File: src/rtl/core/ist_pkg.sv
`timescale 1ns / 1ps
// shared types and constants for the interval set table
// no dependencies
package ist_pkg;

  localparam int MAX_RANGES = 64;
  localparam int VAL_W      = 31;
  localparam int IDX_W      = $clog2(MAX_RANGES);
  localparam int ADDR_W     = IDX_W + 1;
  // holds up to MAX_RANGES + 2 scratch entries
  localparam int CNT_W      = $clog2(MAX_RANGES + 3);
  localparam int SUM_W      = 32;

  typedef enum logic [2:0] {
    ACT_ADD       = 3'd0,
    ACT_REMOVE    = 3'd1,
    ACT_HAS_VALUE = 3'd2,
    ACT_HAS_RANGE = 3'd3,
    ACT_OVERLAPS  = 3'd4,
    ACT_SPLIT     = 3'd5
  } act_t;

  typedef enum logic [1:0] {
    ST_DONE    = 2'd0,
    ST_INVALID = 2'd1,
    ST_FULL    = 2'd2
  } status_t;

  typedef enum logic [2:0] {
    S_IDLE,
    S_START,
    S_READ,
    S_EVAL,
    S_EVAL2,
    S_FLUSH,
    S_COMMIT,
    S_DONE
  } state_t;

  // one scratch entry offered to the merge stage, plus stage control
  typedef struct packed {
    logic             clr;
    logic             vld;
    logic             mrg;
    logic             flush;
    logic [VAL_W-1:0] s;
    logic [VAL_W-1:0] e;
  } cand_t;

endpackage

File: src/rtl/core/ist_merge.sv
`timescale 1ns / 1ps
// merge stage: folds touching entries (unless cand.mrg is low) and writes the new table
// depends on ist_pkg
module ist_merge (
  input  logic                         clk,
  input  logic                         rst,
  input  ist_pkg::cand_t               cand,
  output logic                         we,
  output logic [ist_pkg::IDX_W-1:0]    widx,
  output logic [ist_pkg::VAL_W-1:0]    ws,
  output logic [ist_pkg::VAL_W-1:0]    wend,
  output logic [ist_pkg::CNT_W-1:0]    count,
  output logic [ist_pkg::SUM_W-1:0]    sum
);
  logic                      pv;
  logic [ist_pkg::VAL_W-1:0] ps;
  logic [ist_pkg::VAL_W-1:0] pe;
  logic                      join_ok;
  logic                      emit;
  logic [ist_pkg::SUM_W-1:0] len;

  always_comb begin
    join_ok = pv && cand.mrg &&
              (({1'b0, pe} + 32'd1) >= {1'b0, cand.s});
    emit    = pv && ((cand.vld && !join_ok) || cand.flush);
    len     = {1'b0, pe} - {1'b0, ps} + 32'd1;
    we      = emit && (count < ist_pkg::CNT_W'(ist_pkg::MAX_RANGES));
    widx    = count[ist_pkg::IDX_W-1:0];
    ws      = ps;
    wend    = pe;
  end

  always_ff @(posedge clk) begin
    if (rst) begin
      pv    <= 1'b0;
      count <= '0;
      sum   <= '0;
    end else if (cand.clr) begin
      pv    <= 1'b0;
      count <= '0;
      sum   <= '0;
    end else begin
      if (emit) begin
        count <= count + 1'b1;
        sum   <= sum + len;
      end
      if (cand.vld) begin
        if (join_ok) begin
          if (cand.e > pe) begin
            pe <= cand.e;
          end
        end else begin
          ps <= cand.s;
          pe <= cand.e;
          pv <= 1'b1;
        end
      end else if (cand.flush) begin
        pv <= 1'b0;
      end
    end
  end
endmodule

File: config.mk
export PLATFORM = sky130hd
export DESIGN_NAME = ist_merge
export DESIGN_NICKNAME = d
export VERILOG_FILES = /design/src/rtl/core/ist_pkg.sv /design/src/rtl/core/ist_merge.sv
export SDC_FILE = /design/constraint.sdc
export NUM_CORES = 1
export LEC_CHECK = 0
export BUFFER_PORTS_ARGS = -buffer_cell sky130_fd_sc_hd__buf_2
export CORE_ASPECT_RATIO = 1.4
export CORE_MARGIN = 2
export CORE_UTILIZATION = 51
export CTS_CLUSTER_DIAMETER = 80
export CTS_CLUSTER_SIZE = 14
export DETAILED_ROUTE_END_ITERATION = 6
export PLACE_DENSITY = 0.75
export SLEW_MARGIN = 10
export SYNTH_ARGS = -nofsm -noshare
export SYNTH_HDL_FRONTEND = slang
export SYNTH_SLANG_ARGS = --single-unit
File: constraint.sdc
create_clock -name clk -period 8.6 [get_ports clk]
set_input_delay 0.86 -clock clk [delete_from_list [all_inputs] [get_ports clk]]
set_output_delay 0.86 -clock clk [all_outputs]
set_load 0.01 [all_outputs]
==> results.yml <==
timing:
  rsz0062_at_grt: "false"
  fin_tns_setup_ps: 0
  setup_viol: 0
  min_period_ps: 5420
  finalClockSkew_ps: 10.77
  hold_viol: 0
  fin_crit_sh: 0.6302
  slew_headroom: 0.2322
  worstMarginPinSlew_ps: 1149
  fmax_mhz: 184.5
  drv_slew: 0
clock_network:
  clk_pin_slew_worst_paths_ps: 80
  ctsHoldBuffers: 0
  insertion_delay_ps: 360
  cts_setup_buffers: 0
  cts_buffer_depth: 2
  cts_sinks: 102
  htreeDepth: 3
  clock-root-buffer: "clkbuf_16"
  numCtsBuffers: 9
  cts_tree: "yes"
  cts_resized: 0
critical_path:
  r2r-end: "wend[15]$_DFFE_PP_"
  critPathCaptureType: "output pin"
  cp_data_arrival_time_ps: 4560
  reg2reg_depth: 17
  crit_chain: "and3_1 -> and3_2 -> nand4_1 -> or2_2 -> nor2_1 -> nand2_1 -> xnor2_1 -> ha_1 -> a21oi_1 -> nand2_1 -> a221o_1 -> a2111oi_0 -> a211o_1 -> a41oi_4 -> nor2_1 -> buf_2"
  crit_type: "register to output pin"
  cpPeakStageDelay_ps: 530
  crit_slowest_cell: "a2111oi_0"
  rrSetupSlack_ps: 3200
  critPathMaxFanout: 5
  start_kind: "register"
  r2r_start: "wend[4]$_DFFE_PP_"
  critPathRequiredTime_ps: 7740
synth:
  synth_cells: 904
  yosys.area_share.simple: 0.1380
  yosysSeqAreaShare: 0.3263
  synth_cell_types: 55
  synth_edf_count: 62
  syn-cell-area_um2: 8159
  synth_fa_ha_area_frac: 0.2248
  synth.area.mux_share: 0.01227
  synth_fp_nets: 1100
  yosysWarnings: 0
  synth-xor-area-share: 0.06119
  synth-main-ff-cell: "edfxtp_1"
  synth_top_family_by_area: "adder cells"
  syn_area_per_cell_um2: 9.026
  synthArstFlopShare: 0
  synth-compound-area-share: 0.1411
  synth_seq_cells: 102
layout:
  final_cell_mix: "175 x buf_2, 167 x inv_1, 97 x ha_1"
  fin_area_um2: 9444
  area_growth_pct: 15.75
  final_nets: 1263
  layout_commonest_cell: "buf_2"
  fillers: 1401
  drive_above_1_share: 0.1912
placed_design:
  gp_congestion: 0.9416
  dpl-instance-area_um2: 9163
  dp_hpwl_um: 17030
  port_buffers: 175
grt:
  grt_pass1_wl_um: 33420
  grt_usage: 0.2482
  antenna_found_initial: 1
  grt_pass1_vias: 6788
  overflow: 0
  grt_max_degree: 70
routing:
  drtIter0Drc: 400
  vias: 6927
  antenna_left: 0
  via_per_inst: 5.459
  drc_errors: 0
  drt_first_pass_iters: 5
  avgRoutedWirePerCell_um: 16.79
  wirelength_um: 21310
power:
  powerDensity_nw_per_um2: 132.3
  ir_drop_mv: 0.08990
  p_leak_uw: 0.004637
die:
  ios: 176
  start_util: 0.5228
  coreArea_um2: 15610
  rows: 54
  die_w_um: 110.9
  die_area_um2: 17040
  die_h_um: 153.7
min_path:
  hold_class: "register to register"
  hold_start: "sum[31]$_SDFFE_PP0P_"
  hold_path_depth: 2
  min_to: "sum[31]$_SDFFE_PP0P_"
flow_run:
  drv_cap: 0
outcome:
  outcome: "complete, no violations"
## routing by layer
| metal | wire length, µm | part of all wire | GRT usage | vias to the layer above |
|---|---|---|---|---|
| li1 | - | - | - | 3407 |
| met1 | 8699 | 0.41 | 0.2965 | 3240 |
| met2 | 10730 | 0.50 | 0.4370 | 238 |
| met3 | 1178 | 0.055 | 0.04060 | 42 |
| met4 | 697 | 0.033 | 0.1143 | 0 |
| met5 | 0 | 0 | 0 | - |
## worst max-delay path by stage
stage / startpoint / to / slack, ps / cells after the start
4_1_cts: wend[4]$_DFFE_PP_ / wend[18]$_DFFE_PP_ / 3250 / 17
3_5_place_dp: wend[4]$_DFFE_PP_ / wend[15]$_DFFE_PP_ / 3310 / 17
3_3_place_gp: wend[4]$_DFFE_PP_ / wend[15]$_DFFE_PP_ / 3600 / 17
5_1_grt: wend[3]$_DFFE_PP_ / wend[15]$_DFFE_PP_ / 2900 / 17
2_1_floorplan: wend[4]$_DFFE_PP_ / wend[0]$_DFFE_PP_ / 3360 / 17
6_report: wend[4]$_DFFE_PP_ / we / 3180 / 16
## cells by family after synthesis
logic type,after synthesis
buffers and inverters,193
xor gates and xnor gates,57
adders and majority gates,128
DFF,102
muxes,10
AOI/OAI and AO/OA,179
and+or+nand+nor,235
## where the power goes
group | internal, µW | leakage (µW) | total (µW) | switching [µW]
Clock | 200 | 0.000142 | 401 | 201
Sequential | 535 | 0.000894 | 549 | 14.6
Combinational | 122 | 0.00360 | 300 | 177
## per-stage QoR
stage	power (µW)	utilization	setup WS (ps)	hold WS, ps	instances
finish	1250	0.6051	3180	474.9	1269
floorplan	765.3	-	3362	490.2	904
global placement	850.1	0.5871	3596	456.0	1252
detailed placement	856.0	0.5871	3314	471.8	1252
global route	1310	0.6051	2904	531.4	1269
CTS	1255	0.6049	3250	484.2	1268
## cell usage after synthesis (all sizes together), types with 14 or more instances
library cell	count	share of area
nand3	33	0.021
fa	31	0.076
xnor2	41	0.044
dfxtp	40	0.098
xor2	16	0.017
o21ai	38	0.023
a21oi	59	0.036
nor2	75	0.035
a21o	26	0.024
buf	14	0.014
edfxtp	62	0.23
nor3	19	0.013
ha	97	0.15
nand2	50	0.023
inv	167	0.077
## flip-flops by register name, summed over array words and instances (netlist names)
signal and cells:
ws 31, pv 1, count 7, sum 32, wend 31
## critical path, delay by kind of cell, from the launching register on
family          cells  cell delay, ps
compound gates      5            1440
xor+xnor            1             140
fa+ha+maj           1             310
buf+inv             1             130
flops               1             430
simple gates        8            1730
## final cells by class
class | count | area, µm² | share of cell area
multi-input combinational | 609 | 4730 | 0.5008
clock inverter | 7 | 53.80 | 0.005697
tap | 196 | 245.2 | 0.02597
timing repair buffer | 178 | 898.4 | 0.09512
clock buffer | 9 | 225.2 | 0.02385
inverter | 167 | 626.9 | 0.06638
sequential | 102 | 2663 | 0.2819
antenna | 1 | 2.502 | 0.0002650
Power figures use the tool's default switching activity.
