<file path="src/rtl/core/ist_ram.sv">
`timescale 1ns / 1ps
// generic simple dual port ram, registered read
// no dependencies
module ist_ram #(
  parameter int WIDTH = 31,
  parameter int DEPTH = 128
) (
  input  logic                     clk,
  input  logic                     we,
  input  logic [$clog2(DEPTH)-1:0] waddr,
  input  logic [WIDTH-1:0]         wdata,
  input  logic [$clog2(DEPTH)-1:0] raddr,
  output logic [WIDTH-1:0]         rdata
);
  logic [WIDTH-1:0] mem [DEPTH];

  always_ff @(posedge clk) begin
    if (we) begin
      mem[waddr] <= wdata;
    end
    rdata <= mem[raddr];
  end
endmodule

</file>
<file path="config.mk">
export PLATFORM = sky130hd
export DESIGN_NAME = ist_ram
export DESIGN_NICKNAME = d
export VERILOG_FILES = /design/src/rtl/core/ist_ram.sv
export SDC_FILE = /design/constraint.sdc
export NUM_CORES = 2
export LEC_CHECK = 0
export ABC_CLOCK_PERIOD_IN_PS = 8400
export BUFFER_PORTS_ARGS = -buffer_cell sky130_fd_sc_hd__buf_2
export CAP_MARGIN = 0
export CORE_MARGIN = 4
export CORE_UTILIZATION = 50
export CTS_CLUSTER_DIAMETER = 60
export DETAILED_ROUTE_END_ITERATION = 12
export PLACE_DENSITY = 0.65
export SKIP_LAST_GASP = 1
export SYNTH_ARGS = -nofsm -noshare
export SYNTH_HDL_FRONTEND = slang
export SYNTH_SLANG_ARGS = --single-unit
</file>
<file path="constraint.sdc">
create_clock -name clk -period 8.4 [get_ports clk]
set_input_delay 2.1 -clock clk [delete_from_list [all_inputs] [get_ports clk]]
set_output_delay 2.1 -clock clk [all_outputs]
set_load 0.03 [all_outputs]
</file>
==> impl_results.html <==
<table>
<tr><th>Metric</th><th>Value</th></tr>
<tr><th colspan="2">Synthesis</th></tr>
<tr><td>Number of enable-type register cells in the synthesized netlist</td><td>3,968</td></tr>
<tr><td>Mapped Avg Cell Area</td><td>26.1 µm²</td></tr>
<tr><td>Dominant cell by count in the synthesized netlist</td><td>sky130_fd_sc_hd__edfxtp_1</td></tr>
<tr><td>Area share of the largest cell type after synthesis</td><td>0.787</td></tr>
<tr><td>Asr flop ratio synth</td><td>0</td></tr>
<tr><td>Most common flop cell mapped by yosys</td><td>sky130_fd_sc_hd__edfxtp_1</td></tr>
<tr><td>Largest cells by area after synthesis</td><td>sky130_fd_sc_hd__edfxtp_1 79%, sky130_fd_sc_hd__mux4_2 19%, sky130_fd_sc_hd__clkbuf_1 0.44%</td></tr>
<tr><td>Warnings, synthesis</td><td>0</td></tr>
<tr><td>Post-synthesis sequential element count</td><td>3,999</td></tr>
<tr><td>Sequential fraction of the synthesis area</td><td>0.791</td></tr>
<tr><td>Cell accounting for the most synthesized area</td><td>sky130_fd_sc_hd__edfxtp_1</td></tr>
<tr><td>Number of nets produced by synthesis</td><td>5,855</td></tr>
<tr><td>Most instantiated cells after synthesis</td><td>3,968 x sky130_fd_sc_hd__edfxtp_1, 1,302 x sky130_fd_sc_hd__mux4_2, 176 x sky130_fd_sc_hd__clkbuf_1, 122 x sky130_fd_sc_hd__nor2_1, 91 x sky130_fd_sc_hd__buf_2</td></tr>
<tr><td>Post-synth cell types</td><td>15</td></tr>
<tr><td>Post-Synthesis Cell Area</td><td>0.151 mm²</td></tr>
<tr><td>Number of cells produced by synthesis</td><td>5,808</td></tr>
<tr><th colspan="2">Power and ir drop</th></tr>
<tr><td>Proportion of power drawn by the clock network</td><td>0.418</td></tr>
<tr><td>Switching share of power</td><td>0.215</td></tr>
<tr><td>Power Internal</td><td>0.0328 W</td></tr>
<tr><td>Static Leak</td><td>52.4 nW</td></tr>
<tr><td>Net switching component of the power</td><td>0.00898 W</td></tr>
<tr><td>Largest vdd supply drop</td><td>0.000193 V</td></tr>
<tr><td>Combinational fraction of design power</td><td>0.052</td></tr>
<tr><td>Share of power burned in registers</td><td>0.529</td></tr>
<tr><td>Power Dens Cells</td><td>243 mW/mm²</td></tr>
<tr><th colspan="2">STA</th></tr>
<tr><td>Ratio of final minimum period to clock period</td><td>0.594</td></tr>
<tr><td>Worst Hold Margin</td><td>1.11 ns</td></tr>
<tr><td>Min cycle time layout</td><td>4.99 ns</td></tr>
<tr><td>Slew Limit Fails</td><td>0</td></tr>
<tr><td>Relative slew slack</td><td>0.200</td></tr>
<tr><td>Final setup skew</td><td>0.0494 ns</td></tr>
<tr><td>Slew at the pin with the worst max-slew slack</td><td>1.20 ns</td></tr>
<tr><td>Setup repair after global routing missed its margin</td><td>false</td></tr>
<tr><td>Number of endpoints with negative hold slack in the final report</td><td>0</td></tr>
<tr><td>Total setup violations reported at the end of the flow</td><td>0</td></tr>
<tr><td>Fin Setup TNS</td><td>0 ns</td></tr>
<tr><td>Maximum achievable frequency</td><td>201 MHz</td></tr>
<tr><th colspan="2">GRT</th></tr>
<tr><td>Global Route Usage Sum</td><td>0.259</td></tr>
<tr><td>Antenna violations before repair</td><td>72</td></tr>
<tr><td>Total congestion overflow</td><td>0</td></tr>
<tr><td>First-pass GRT wire length</td><td>558,000 µm</td></tr>
<tr><td>Largest net degree at the start of global routing</td><td>98</td></tr>
<tr><td>Via count of the first global-routing pass</td><td>69,300</td></tr>
<tr><th colspan="2">Layout</th></tr>
<tr><td>Final Net Count</td><td>6,260</td></tr>
<tr><td>Total area of sequential cells</td><td>0.120 mm²</td></tr>
<tr><td>Fraction of final layout cells with drive strength greater than 1</td><td>0.357</td></tr>
<tr><td>Combined area of the multi-input logic cells</td><td>0.0313 mm²</td></tr>
<tr><td># fillers</td><td>20,900</td></tr>
<tr><td>Area growth, synth to finish</td><td>13.4%</td></tr>
<tr><th colspan="2">Worst setup path</th></tr>
<tr><td>Largest fanout of any net on the critical path</td><td>87</td></tr>
<tr><td>Worst Path Arrival</td><td>5.83 ns</td></tr>
<tr><td>Data required time at the worst endpoint</td><td>9.24 ns</td></tr>
<tr><td>Critical setup path kind</td><td>input pin to register</td></tr>
<tr><td>Worst-case reg-to-reg path depth</td><td>4</td></tr>
<tr><td>Type of element capturing the critical path</td><td>register</td></tr>
<tr><td>Worst Setup Start Kind</td><td>input pin</td></tr>
<tr><th colspan="2">Floorplan</th></tr>
<tr><td>Full die area</td><td>0.312 mm²</td></tr>
<tr><td>Standard-cell row count</td><td>201</td></tr>
<tr><td>Overall die width</td><td>558 µm</td></tr>
<tr><td>Total I/O pin count</td><td>78</td></tr>
<tr><td>Core area</td><td>0.301 mm²</td></tr>
<tr><td>Die outline height</td><td>558 µm</td></tr>
<tr><td>Starting density of the core</td><td>0.504</td></tr>
<tr><th colspan="2">Clocking</th></tr>
<tr><td>Number of resized instances in the post-cts repair step</td><td>0</td></tr>
<tr><td>Later-pin clock latency in the skew report</td><td>0.96 ns</td></tr>
<tr><td>Cts hold-fix bufs</td><td>0</td></tr>
<tr><td>Number of buffers created by CTS</td><td>395</td></tr>
<tr><td>H-tree level count</td><td>5</td></tr>
<tr><td>Library cell used as clock root buffer</td><td>sky130_fd_sc_hd__clkbuf_16</td></tr>
<tr><td>Post-CTS Repair Setup Buffers</td><td>0</td></tr>
<tr><td>CTS clock-pin slew for the worst setup and hold paths</td><td>0.06 ns</td></tr>
<tr><td>Number of buffers on the longest clock path</td><td>4</td></tr>
<tr><td>CTS tree</td><td>yes</td></tr>
<tr><td>Clock sink count</td><td>3,999</td></tr>
<tr><th colspan="2">Status</th></tr>
<tr><td>Run status</td><td>finished, final reports clean</td></tr>
<tr><th colspan="2">Hold path</th></tr>
<tr><td>Min-Delay Path Depth</td><td>4</td></tr>
<tr><td>Hold/Removal Path Class</td><td>register to register</td></tr>
<tr><th colspan="2">Run</th></tr>
<tr><td>Max-capacitance violation count</td><td>0</td></tr>
<tr><th colspan="2">Routing</th></tr>
<tr><td>Wire length per cell</td><td>38.0 µm</td></tr>
<tr><td>Total iterations of the first detailed-routing run</td><td>5</td></tr>
<tr><td>Remaining antenna violation count</td><td>0</td></tr>
<tr><td>First-iteration detailed-routing DRC count</td><td>10,900</td></tr>
<tr><td>Final routed DRC violation total</td><td>0</td></tr>
<tr><td>Total via count in the routed design</td><td>69,600</td></tr>
<tr><td>Vias per cell</td><td>6.60</td></tr>
<tr><td>Detailed Route WL</td><td>401,000 µm</td></tr>
<tr><th colspan="2">Placement</th></tr>
<tr><td>Detail Placement HPWL</td><td>217,000 µm</td></tr>
<tr><td>Last weighted congestion value of the routability-driven placer</td><td>0.812</td></tr>
<tr><td>PortBufs</td><td>77</td></tr>
</table>
-- power by group through the flow --
stage,clock (W),sequential [W],combinational (W)
2_1_floorplan,0,0.0225,0.00106
3_5_place_dp,0,0.0225,0.00219
6_report,0.0175,0.0221,0.00219
4_1_cts,0.0177,0.0221,0.00219
3_3_place_gp,0,0.0225,0.00216
5_1_grt,0.0186,0.0221,0.00227
-- routing by layer --
| layer | up-vias | GRT usage | part of all wire |
|---|---|---|---|
| met3 | 648 | 0.0672 | 0.12 |
| met1 | 38300 | 0.368 | 0.37 |
| met4 | 24 | 0.0799 | 0.033 |
| li1 | 26500 | - | - |
| met5 | - | 0.00432 | 0.00037 |
| met2 | 4131 | 0.401 | 0.48 |
-- stage by stage --
step           total power [W]  setup slack (ns)  instances  area [µm²]   util
2_1_floorplan           0.0236              3.13       5808      151000      -
3_3_place_gp            0.0247              2.39       9774      159000  0.528
3_5_place_dp            0.0247              2.37       9774      159000  0.528
4_1_cts                 0.0420              3.40      10500      172000  0.571
5_1_grt                 0.0430              3.28      10500      172000  0.571
6_report                0.0418              3.41      10500      172000  0.571
-- worst paths after layout --
check	start	end	slack, ns
max	raddr[0]	rdata[26]$_DFF_P_	3.41
min	mem[110][6]$_DFFE_PP_	rdata[6]$_DFF_P_	1.11
min reg2reg	mem[110][6]$_DFFE_PP_	rdata[6]$_DFF_P_	1.11
max reg2reg	mem[85][2]$_DFFE_PP_	rdata[2]$_DFF_P_	5.75
-- area by class of cell --
cell class | count | share of cell area
flip-flops and latches | 3999 | 0.698
well taps | 3958 | 0.0288
repair buffers | 314 | 0.0157
multi-input cells | 1503 | 0.183
clock buffers | 491 | 0.0601
clock inverters | 237 | 0.0146
diodes | 44 | 0.000641
-- worst max-delay path, cell delays in order --
cell	delay [ns]
sky130_fd_sc_hd__buf_12	0.62
sky130_fd_sc_hd__buf_12	0.47
sky130_fd_sc_hd__buf_4	0.37
sky130_fd_sc_hd__mux4_2	0.54
sky130_fd_sc_hd__mux4_2	0.54
sky130_fd_sc_hd__mux4_2	0.65
sky130_fd_sc_hd__mux2_2	0.33
-- flip-flops by register name, summed over array words and instances (netlist names) --
| register | cells |
|---|---|
| rdata | 31 |
| mem | 3968 |
-- layout by cell type, fill, tap and decap left out, types with 11 or more instances in the layout --
cell / netlist / routed
sky130_fd_sc_hd__buf_12: 0 / 33
sky130_fd_sc_hd__nor2_4: 0 / 119
sky130_fd_sc_hd__buf_4: 0 / 238
sky130_fd_sc_hd__nand2_1: 14 / 11
sky130_fd_sc_hd__mux4_2: 1302 / 1302
sky130_fd_sc_hd__clkinvlp_4: 0 / 15
sky130_fd_sc_hd__diode_2: 0 / 44
sky130_fd_sc_hd__dfxtp_1: 31 / 31
sky130_fd_sc_hd__mux2_2: 31 / 31
sky130_fd_sc_hd__clkinv_1: 0 / 80
sky130_fd_sc_hd__edfxtp_1: 3968 / 3968
sky130_fd_sc_hd__buf_2: 91 / 40
sky130_fd_sc_hd__clkinv_2: 0 / 73
sky130_fd_sc_hd__clkbuf_16: 0 / 397
sky130_fd_sc_hd__bufinv_16: 0 / 39
sky130_fd_sc_hd__clkbuf_1: 176 / 91
-- cells by family after synthesis --
| group | after synthesis | share of synthesized area |
|---|---|---|
| flops | 3999 | 0.791 |
| mux | 1333 | 0.196 |
| buf+inv | 306 | 0.00834 |
| simple gates | 170 | 0.00460 |
(Power assumes the default switching activity.)
